--- src/rtl/lru_pkg.sv ---
package lru_pkg;

	// Built frame count and page width.
	localparam int NUM_FRAMES = 8;
	localparam int PAGE_BITS  = 16;

	// Derived widths: a slot index, and a count that can hold NUM_FRAMES itself.
	localparam int SLOT_W  = (NUM_FRAMES > 1) ? $clog2(NUM_FRAMES) : 1;
	localparam int CNT_W   = $clog2(NUM_FRAMES + 1);
	localparam int CFG_W   = 4;
	localparam int FAULT_W = 32;

	// Frame count register value after reset.
	localparam logic [CFG_W-1:0] RESET_FRAMES = CFG_W'(8);

	typedef logic [PAGE_BITS-1:0] page_t;
	typedef logic [SLOT_W-1:0]    slot_t;
	typedef logic [CNT_W-1:0]     count_t;
	typedef logic [SLOT_W-1:0]    rank_t;
	typedef logic [CFG_W-1:0]     cfg_t;
	typedef logic [FAULT_W-1:0]   fault_t;

	// Result of the parallel tag compare.
	typedef struct packed {
		logic  hit;
		slot_t slot;
	} lookup_t;

	// Where the referenced page ends up, and how it got there.
	typedef struct packed {
		logic  fill;
		logic  evict;
		slot_t slot;
	} place_t;

	// Usable frame count: zero counts as one, anything above the build is capped.
	function automatic count_t clamp_frames(input cfg_t v);
		count_t n;
		if (v == '0) begin
			n = count_t'(1);
		end else if (32'(v) > 32'(NUM_FRAMES)) begin
			n = count_t'(NUM_FRAMES);
		end else begin
			n = count_t'(v);
		end
		return n;
	endfunction

endpackage

--- src/rtl/lru_tag_store.sv ---
module lru_tag_store (
	input  logic             clk,
	input  lru_pkg::page_t   page,
	input  lru_pkg::count_t  usable,
	input  logic             wr_en,
	input  lru_pkg::place_t  place,
	output lru_pkg::lookup_t lookup,
	output lru_pkg::page_t   evicted_page
);
	import lru_pkg::*;

	// Resident page of each frame; only filled frames are ever read.
	page_t frame_page_q [NUM_FRAMES];

	// The referenced page goes into its slot on every fault.
	always_ff @(posedge clk) begin
		if (wr_en) begin
			frame_page_q[place.slot] <= page;
		end
	end

	// Compare against every usable frame at once; the lowest matching slot wins.
	always_comb begin
		lookup = '0;
		for (int j = NUM_FRAMES - 1; j >= 0; j--) begin
			if ((32'(j) < 32'(usable)) && (frame_page_q[j] == page)) begin
				lookup.hit  = 1'b1;
				lookup.slot = SLOT_W'(j);
			end
		end
	end

	// The page being replaced, or zero when nothing is evicted.
	assign evicted_page = place.evict ? frame_page_q[place.slot] : '0;

endmodule

--- src/rtl/lru_rank_unit.sv ---
module lru_rank_unit (
	input  logic             clk,
	input  logic             arst_n,
	input  logic             upd,
	input  logic             clear,
	input  lru_pkg::count_t  frames,
	input  lru_pkg::lookup_t lookup,
	output lru_pkg::count_t  usable,
	output lru_pkg::place_t  place
);
	import lru_pkg::*;

	// Recency rank per frame (0 is most recent) and the number of filled frames.
	rank_t  rank_q [NUM_FRAMES];
	count_t filled_q;

	logic   full;
	slot_t  victim;
	rank_t  best_rank;
	rank_t  ref_rank;
	logic   age [NUM_FRAMES];

	// The store is full once the filled frames reach the usable count.
	assign full   = (filled_q >= frames);
	assign usable = full ? frames : filled_q;

	// Least recently used frame among the usable ones; the first maximum wins.
	always_comb begin
		victim    = '0;
		best_rank = rank_q[0];
		for (int j = 1; j < NUM_FRAMES; j++) begin
			if ((32'(j) < 32'(frames)) && (rank_q[j] > best_rank)) begin
				victim    = SLOT_W'(j);
				best_rank = rank_q[j];
			end
		end
	end

	// Choose the slot: the hit frame, the next empty frame, or the victim.
	always_comb begin
		place = '0;
		if (lookup.hit) begin
			place.slot = lookup.slot;
		end else if (!full) begin
			place.fill = 1'b1;
			place.slot = SLOT_W'(filled_q);
		end else begin
			place.evict = 1'b1;
			place.slot  = victim;
		end
	end

	// Filled frames more recent than the chosen one age by one; on a fill they all age.
	assign ref_rank = rank_q[place.slot];

	always_comb begin
		for (int j = 0; j < NUM_FRAMES; j++) begin
			age[j] = (32'(j) < 32'(filled_q)) && (place.fill || (rank_q[j] < ref_rank));
		end
	end

	// Rank and fill count update; the last reference of a string clears both.
	always_ff @(posedge clk or negedge arst_n) begin
		if (!arst_n) begin
			filled_q <= '0;
			for (int j = 0; j < NUM_FRAMES; j++) begin
				rank_q[j] <= '0;
			end
		end else if (upd) begin
			if (clear) begin
				filled_q <= '0;
				for (int j = 0; j < NUM_FRAMES; j++) begin
					rank_q[j] <= '0;
				end
			end else begin
				if (place.fill) begin
					filled_q <= filled_q + count_t'(1);
				end
				for (int j = 0; j < NUM_FRAMES; j++) begin
					if (SLOT_W'(j) == place.slot) begin
						rank_q[j] <= '0;
					end else if (age[j]) begin
						rank_q[j] <= rank_q[j] + rank_t'(1);
					end
				end
			end
		end
	end

endmodule

--- src/rtl/lru_page_replacement_top.sv ---
// Channel   Handshake              Carries
// input     start, busy            page, last_ref
// result    done (strobe)          hit, frame_slot, evicted_valid, evicted_page,
//                                  fault_total, last_out
// config    cfg_valid, cfg_ready   cfg_data (frames in use)
//
// One reference is taken per cycle; busy stays low.
// A result passes the input register and the result register after its reference is accepted, for one cycle.
// The rate is set by the rank and fill update, which completes in the cycle that
// registers the result, so the next reference always sees the updated store.
// Reset clears the ranks, fill count, fault count and pipeline valids at once.
// The receiver cannot stall results, so none are ever held back.
module lru_page_replacement_top (
	input  logic            clk,
	input  logic            arst_n,
	input  logic            start,
	output logic            busy,
	input  lru_pkg::page_t  page,
	input  logic            last_ref,
	input  logic            cfg_valid,
	output logic            cfg_ready,
	input  lru_pkg::cfg_t   cfg_data,
	output logic            done,
	output logic            hit,
	output lru_pkg::slot_t  frame_slot,
	output logic            evicted_valid,
	output lru_pkg::page_t  evicted_page,
	output lru_pkg::fault_t fault_total,
	output logic            last_out
);
	import lru_pkg::*;

	cfg_t    frames_in_use_q;
	count_t  frames;
	logic    valid_s1;
	page_t   page_s1;
	logic    last_s1;
	count_t  usable;
	lookup_t lookup;
	place_t  place;
	page_t   ev_page;
	fault_t  fault_q;
	fault_t  fault_new;

	logic    done_q;
	logic    hit_q;
	slot_t   slot_q;
	logic    ev_valid_q;
	page_t   ev_page_q;
	fault_t  fault_total_q;
	logic    last_q;

	// Every reference and every configuration transfer is taken at once.
	assign busy      = 1'b0;
	assign cfg_ready = 1'b1;

	// Frame count register.
	always_ff @(posedge clk or negedge arst_n) begin
		if (!arst_n) begin
			frames_in_use_q <= RESET_FRAMES;
		end else if (cfg_valid && cfg_ready) begin
			frames_in_use_q <= cfg_data;
		end
	end

	assign frames = clamp_frames(frames_in_use_q);

	// Input register.
	always_ff @(posedge clk or negedge arst_n) begin
		if (!arst_n) begin
			valid_s1 <= 1'b0;
		end else begin
			valid_s1 <= start && !busy;
		end
	end

	always_ff @(posedge clk) begin
		if (start && !busy) begin
			page_s1 <= page;
			last_s1 <= last_ref;
		end
	end

	lru_tag_store u_tag_store (
		.clk          (clk),
		.page         (page_s1),
		.usable       (usable),
		.wr_en        (valid_s1 && !lookup.hit),
		.place        (place),
		.lookup       (lookup),
		.evicted_page (ev_page)
	);

	lru_rank_unit u_rank_unit (
		.clk    (clk),
		.arst_n (arst_n),
		.upd    (valid_s1),
		.clear  (last_s1),
		.frames (frames),
		.lookup (lookup),
		.usable (usable),
		.place  (place)
	);

	// Fault count saturates at all ones and clears after the last reference.
	assign fault_new = (!lookup.hit && (fault_q != '1)) ? fault_q + fault_t'(1) : fault_q;

	always_ff @(posedge clk or negedge arst_n) begin
		if (!arst_n) begin
			fault_q <= '0;
		end else if (valid_s1) begin
			fault_q <= last_s1 ? '0 : fault_new;
		end
	end

	// Result register.
	always_ff @(posedge clk or negedge arst_n) begin
		if (!arst_n) begin
			done_q <= 1'b0;
		end else begin
			done_q <= valid_s1;
		end
	end

	always_ff @(posedge clk) begin
		if (valid_s1) begin
			hit_q         <= lookup.hit;
			slot_q        <= place.slot;
			ev_valid_q    <= place.evict;
			ev_page_q     <= ev_page;
			fault_total_q <= fault_new;
			last_q        <= last_s1;
		end
	end

	assign done          = done_q;
	assign hit           = hit_q;
	assign frame_slot    = slot_q;
	assign evicted_valid = ev_valid_q;
	assign evicted_page  = ev_page_q;
	assign fault_total   = fault_total_q;
	assign last_out      = last_q;

endmodule

--- config.mk ---
export PLATFORM = sky130hd
export DESIGN_NAME = lru_page_replacement_top
export DESIGN_NICKNAME = d
export VERILOG_FILES = /design/src/rtl/lru_pkg.sv /design/src/rtl/lru_tag_store.sv /design/src/rtl/lru_rank_unit.sv /design/src/rtl/lru_page_replacement_top.sv
export SDC_FILE = /design/constraint.sdc
export NUM_CORES = 1
export LEC_CHECK = 0
export BUFFER_PORTS_ARGS = -buffer_cell sky130_fd_sc_hd__buf_2
export CAP_MARGIN = 20
export CORE_AREA = 2 2 195 197
export CTS_CLUSTER_DIAMETER = 40
export DETAILED_ROUTE_END_ITERATION = 8
export DIE_AREA = 0 0 197 199
export GPL_TIMING_DRIVEN = 0
export PLACE_DENSITY_LB_ADDON = 0.3
export SETUP_SLACK_MARGIN = 0.2
export SLEW_MARGIN = 20
export SYNTH_ARGS = -nofsm -noshare
export SYNTH_HDL_FRONTEND = slang
export SYNTH_SLANG_ARGS = --single-unit
--- constraint.sdc ---
create_clock -name clk -period 21.3 [get_ports clk]
set_input_delay 1.065 -clock clk [delete_from_list [all_inputs] [get_ports clk]]
set_output_delay 1.065 -clock clk [all_outputs]
set_load 0.02 [all_outputs]
* Word-level counts from Yosys, hierarchy flattened
Memory sizes are Yosys's and may differ from the RTL's. A register that Yosys moved wholly into a read port is not among the register bits.
Cells that the tools add are included.
** Storage, ports and cells
- Bits in writable memories :: 128
- Output and inout port bits :: 57
- Memories kept :: 1
- Register bits :: 121
- Input port bits :: 25
** Cells by class
- Equal/unequal tests :: 16
- Multiplexer cells :: 55
- Bitwise logic cells :: 1
- Add/subtract/negate cells :: 10
- Reduce and logical (&&, ||, !) cells :: 55
- Order comparisons :: 41
** Memory list
- u_tag_store.frame_page_q :: depth 8, bits a word 16, read ports 9, clocked after memory_dff 1, write ports 1, line lru_tag_store.sv:13 : page_t frame_page_q [NUM_FRAMES];
** Operator list (count)
- 16-bit equality test :: 8
- 3-bit 2-to-1 mux :: 32
- 32-bit 2-to-1 mux :: 2
- 4-bit 2-to-1 mux :: 13
- 3-bit by 4-bit less-than comparator with 1-bit output, first input constant :: 12
- 32-bit by 1-bit adder with 32-bit output, second input constant :: 1
- 32-bit != test, second input constant :: 1
- 1-bit logical AND :: 25
- 3-bit by 1-bit adder with 3-bit output, second input constant :: 8
- 2-bit by 4-bit less-than comparator with 1-bit output, first input constant :: 6
- 3-bit less-than comparator :: 8
- 24-bit 2-to-1 mux :: 1
- 3-bit nonzero test :: 8
- 3-bit greater-than comparator :: 7
- 1-bit by 4-bit less-than comparator with 1-bit output, first input constant :: 5
- 2-bit AND reduction :: 9
- 3-bit equality test, first input constant :: 4
- 3-bit binary-select mux with 3-bit select :: 1
- 1-bit logical OR :: 8
- 2-bit by 3-bit equality test with 1-bit output, first input constant :: 2
- 1-bit 2-to-1 mux :: 5
- 4-bit by 1-bit adder with 4-bit output, second input constant :: 1
- 4-bit >= comparator :: 1
- 4-bit >= comparator, second input constant :: 1
- 8 further kinds :: 9

* Longest topological paths before layout
- Depth in word-level cells :: 36
- Gate-level depth with buffers :: 64
- Depth with buffers taken out :: 61

* Cells and area by module
Synthesis repeated with hierarchy kept, for this count alone.
** Unflattened totals
- Cells, all modules :: 1335
- Area, all modules :: 15332.2 sq um
** Modules (own cells, without submodules)
- lru_tag_store :: instances 1, area each 6746.5 sq um, cells each 480
- lru_page_replacement_top :: instances 1, area each 4998.5 sq um, cells each 396
- lru_rank_unit :: instances 1, area each 3587.2 sq um, cells each 459

* Least setup slack after synthesis
No wires, ideal clock.
- Path kind :: register to register
- Start :: reg u_rank_unit.rank_q[18] in the netlist's numbering
- End :: reg u_rank_unit.rank_q[18] in the netlist's numbering
- Cell stages (with the launch flop) :: 59
- Data arrival time :: 11.392 ns
- Path buffers :: 4
- Slack :: 9.784 ns
- Cell sequence :: dfrtp_1 -> inv_1 -> ha_1 -> a31oi_4 -> nand2_1 -> o21ai_0 -> ha_1 -> nor2_1 -> nor2_1 -> o32ai_1 -> nor2_1 -> a21oi_1 -> ha_1 -> nor3_1 -> a41oi_1 -> a211o_1 -> a21oi_1 -> mux2_2 -> [23 not listed] -> nand2b_1 -> a21oi_1 -> a221o_1 -> nor3b_2 -> nor3_2 -> buf_6 -> buf_2 -> clkbuf_1 -> clkbuf_1 -> nand2_1 -> a31oi_1 -> mux2i_1 -> ha_1 -> and2_1 -> o21ai_0 -> o31a_1 -> and3_1 -> mux2_2
** On the way
- Cells in the longest elaborated chain, start to end :: 32
- Elaborated cells between the ends (all ways) :: 43
- Classes of those cells :: add/sub: 1; order compare: 8; eq/ne: 1; mux: 21; bitwise: 1; reduce/logical: 11
** RTL lines
- start: declaration :: line lru_rank_unit.sv:14 : rank_t rank_q [NUM_FRAMES];
- start signal: indexed assignment :: line lru_rank_unit.sv:83 : rank_q[j] <= rank_q[j] + rank_t'(1);
- 3-bit greater-than comparator :: line lru_rank_unit.sv:32 : if ((32'(j) < 32'(frames)) && (rank_q[j] > best_rank)) begin
- 1-bit logical AND :: line lru_rank_unit.sv:32
- 3-bit 2-to-1 mux :: line lru_rank_unit.sv:32
- 3-bit greater-than comparator :: line lru_rank_unit.sv:32
- 1-bit logical AND :: line lru_rank_unit.sv:32
- 3-bit 2-to-1 mux :: line lru_rank_unit.sv:32
- 3-bit greater-than comparator :: line lru_rank_unit.sv:32
- 1-bit logical AND :: line lru_rank_unit.sv:32
- [15 not listed]
- 3-bit inverter with 4-bit output (not written as such) :: line lru_rank_unit.sv:54 : assign ref_rank = rank_q[place.slot];
- 3-bit binary-select mux with 3-bit select :: line lru_rank_unit.sv:54
- 3-bit 2-to-1 mux (not written as such) (2 in a row) :: line lru_rank_unit.sv:54
- 3-bit less-than comparator :: line lru_rank_unit.sv:58 : age[j] = (32'(j) < 32'(filled_q)) && (place.fill || (rank_q[j] < ref_rank));
- 1-bit logical OR :: line lru_rank_unit.sv:58
- 1-bit logical AND :: line lru_rank_unit.sv:58
- 3-bit nonzero test (no source line)
- 2-bit AND reduction (no source line)
Several ways; a longest one is shown, not always the timed one. The select of a mux whose other input is x is not followed.
A chain may end at the register's enable or synchronous reset.

* Worst setup path in the final report
- Start :: reg u_rank_unit.rank_q[22] in the netlist's numbering
- End :: reg u_rank_unit.rank_q[18] in the netlist's numbering
The elaborated chain is that of the path after synthesis.

==> run_results.csv <==
group,metric,value,unit
layout,final_cell_area,0.0172,mm^2
global_routing,grt_use_met3,4.44,%
cts,cts_root_buf,"clkbuf_16",
sta,setup_viol,0,
synthesis,async_reset_ff_share,24.9,%
synthesis,yosys.area.top_type,"edfxtp_1",
global_routing,grtUsageTotal,23.1,%
power,ir_drop,0.105,mV
run,max_cap_violations,0,
drt,vias_per_cell,5.70,
cts,clock_latency,0.56,ns
power,sequentialPowerShare,28.0,%
setup_path,critical_path_peak_fanout,10,
synthesis,synth_top_area_share,40.7,%
synthesis,syn-num-nets,1438,
sta,clock_skew,0.0258,ns
synthesis,synth_cell_type_count,88,
floorplanning,core_area,0.0371,mm^2
layout,final_cells,2013,
sta,fmax,67.8,MHz
cts,clockBufferDepth,3,
sta,hold_viol_final,0,
synthesis,synth_common_cells,"edfxtp_1, nand2_1, nand3_1",
sta,slew_headroom,25.9,%
sta,fin_ws,6.56,ns
sta,fin_crit_sh,69.2,%
floorplanning,die_y,199,um
layout,antenna_cells,0,
global_routing,grt_max_degree,51,
setup_path,crit_family,"compound AO/OA/AOI/OAI gates",
place,pre_cts_slack,6.86,ns
place,placed_cells,1935,
place,globalplace.congestion,0.934,
global_routing,busiest_layer,"met2",
cts,clkTransAtPathRegs,0.05,ns
layout,area_growth_syn_to_layout,17.4,%
synthesis,synth_warnings,0,
synthesis,ys_seq_elements,265,
layout,final_nets,1567,
cts,cts_tree,"done",
synthesis,synth_edf_count,199,
global_routing,grt_pass1_vias,11200,
power,power_switching,1200,uW
setup_path,crit_buf_inv,5,
synthesis,yosys-top-cells-area,"edfxtp_1, dfrtp_1, xor2_1",
layout,layout-drive-gt1-share,15.5,%
drt,antenna_left,0,
global_routing,grt_first_pass_wirelength,67900,um
global_routing,grt_antenna_before_repair,0,
drt,totalWireLength,45200,um
place,dp_hpwl,32400,um
power,p_per_area,156,mW/mm^2
floorplanning,initial_core_util,39.5,%
place,port_buffers,79,
sta,rsz0062_at_grt,"false",
setup_path,worstPathRequired,21.73,ns
status,outcome,"finished, final reports clean",
synthesis,synth_area,0.0147,mm^2
floorplanning,die_area,0.0392,mm^2
setup_path,path_common_cell,"ha_1",
setup_path,cp_slowest_cell,"a311oi_1",
sta,tightest_slew,1.08,ns
drt,firstDrtPassIters,6,
cts,cts_resized,0,
power,p_int,1480,uW
cts,cts_buffers,43,
sta,period_minus_slack,14.74,ns
cts,cts_setup_buffers,0,
setup_path,max_stage_delay,0.84,ns
setup_path,arrival,15.18,ns
power,pwr-share-comb,46.5,%
floorplanning,num_rows,71,
cts,h-tree-depth,2,
drt,num_vias,11500,
synthesis,synthCells,1377,
drt,drt-initial-drc-count,1012,
synthesis,seq_area_frac_synth,52.0,%
global_routing,use_met2,38.4,%
sta,slew_viol_final,0,
setup_path,crit_path_end_kind,"flop",
synthesis,synthFlopType,"edfxtp_1",
cts,holdBufCountCts,0,
global_routing,overflow,0,
setup_path,critical_path_class,"reg -> reg",
place,dpl_cell_area,0.0158,mm^2
global_routing,grt_util_met1,29.0,%
power,swShare,44.9,%
power,p_clk_share,25.6,%
drt,route.detailed.drc,0,
power,power_leakage,0.00659,uW
cts,clock_sink_count,265,
synthesis,avgSynthCellArea,10.7,um^2
sta,tns,0,ns
layout,filler_cell_count,3442,
synthesis,yosysMostFrequentCell,"edfxtp_1",
floorplanning,io-pin-count,82,
drt,wl_per_cell,22.4,um
worst_hold_path,hp-class,"in -> async",
floorplanning,die_w,197,um
setup_path,startpoint_type,"flop",
[power by group through the flow]
stage	clock [uW]	sequential (uW)	combinational (uW)
finish	685	750	1250
global route	718	760	1340
CTS	697	749	1230
detailed placement	0	759	1220
global placement	0	762	1190
floorplan	0	769	762
[worst register-to-register path: cells and delay by family (launching register included)]
kind	cells	cell delay (ns)
simple gates	19	2.56
fa+ha+maj	9	3.01
flops	1	0.51
compound gates	20	4.98
mux	6	1.73
buf+inv	5	1.82
[flip-flops by register name, indices dropped and copies added (netlist names)]
signal / count
done: 1
fault_q: 32
last_out: 1
last_s1: 1
page_s1: 16
u_rank_unit.rank_q: 24
fault_total: 32
frame_slot: 3
u_tag_store.frame_page_q: 128
hit: 1
evicted_page: 16
u_rank_unit.filled_q: 4
evicted_valid: 1
valid_s1: 1
frames_in_use_q: 4
[final cells by class]
class	instances	area [um^2]	share of cell area, %
tap	474	593	3.44
clock inverter	29	298	1.73
sequential	265	7630	44.3
multi-input combinational	981	6540	37.9
inverter	43	161	0.937
clock buffer	49	1120	6.50
buffer	88	395	2.30
timing repair buffer	84	490	2.85
[kinds of logic after synthesis]
group                    after synthesis  share of synthesized area [%]
AO/OA/AOI/OAI                        223                           11.3
AND/OR/NAND/NOR                      520                           17.0
other                                  2                         0.0512
flip-flops                           265                           52.0
XOR/XNOR                             159                           9.49
adder cells (fa/ha/maj)               37                           3.14
multiplexers                          40                           3.21
buffers and inverters                131                           3.79
[cell usage in the layout (no fill, tap or decap), types with 5 or more instances in the layout]
cell	Yosys	routed
o21ai_1	6	6
or3_1	5	5
xor2_1	94	94
ha_1	36	36
xnor2_1	65	65
nand3b_1	6	6
a22o_1	15	15
mux2i_1	24	24
clkinvlp_4	0	8
a31oi_1	13	13
nand3_1	125	125
and2_1	5	5
a211o_1	5	5
buf_2	19	97
nor4_1	24	24
clkbuf_16	0	44
o211ai_1	10	10
a211oi_1	10	10
and3_1	16	16
nand2_1	194	194
edfxtp_1	199	199
a21oi_1	57	57
o2bb2ai_1	22	22
clkbuf_1	56	61
inv_6	0	5
nor2_1	59	51
nand4_1	26	26
buf_1	6	6
mux2_2	10	10
o21ai_0	22	22
nor3_1	25	25
nand2b_1	7	7
nor2_4	0	5
dfrtp_1	65	64
inv_1	41	41
[per-stage QoR]
step / hold WS, ns / util (%) / total power [uW]
floorplan: 0.509 / - / 1530
global placement: 0.533 / 42.2 / 1950
detailed placement: 0.535 / 42.6 / 1980
CTS: 0.376 / 46.4 / 2670
global route: 0.402 / 46.4 / 2820
finish: 0.396 / 46.4 / 2680
[routing by layer]
metal / part of all wire [%] / routed length [um]
met2: 47 / 21400
met3: 6.8 / 3080
met5: 0 / 0
met4: 4.9 / 2220
met1: 41 / 18500
[worst paths after layout]
path,start,cells after the start,slack (ns),endpoint
setup / recovery,u_rank_unit.rank_q[22],59,6.56,u_rank_unit.rank_q[18]
setup reg to reg,u_rank_unit.rank_q[22],59,6.56,u_rank_unit.rank_q[18]
max in group asynchronous,arst_n,2,20.33,valid_s1
hold reg to reg,fault_q[11],1,0.55,fault_q[11]
hold / removal,arst_n,1,0.40,u_rank_unit.rank_q[21]
min in group clk,fault_q[11],1,0.55,fault_q[11]
Power figures use the tool's default switching activity.
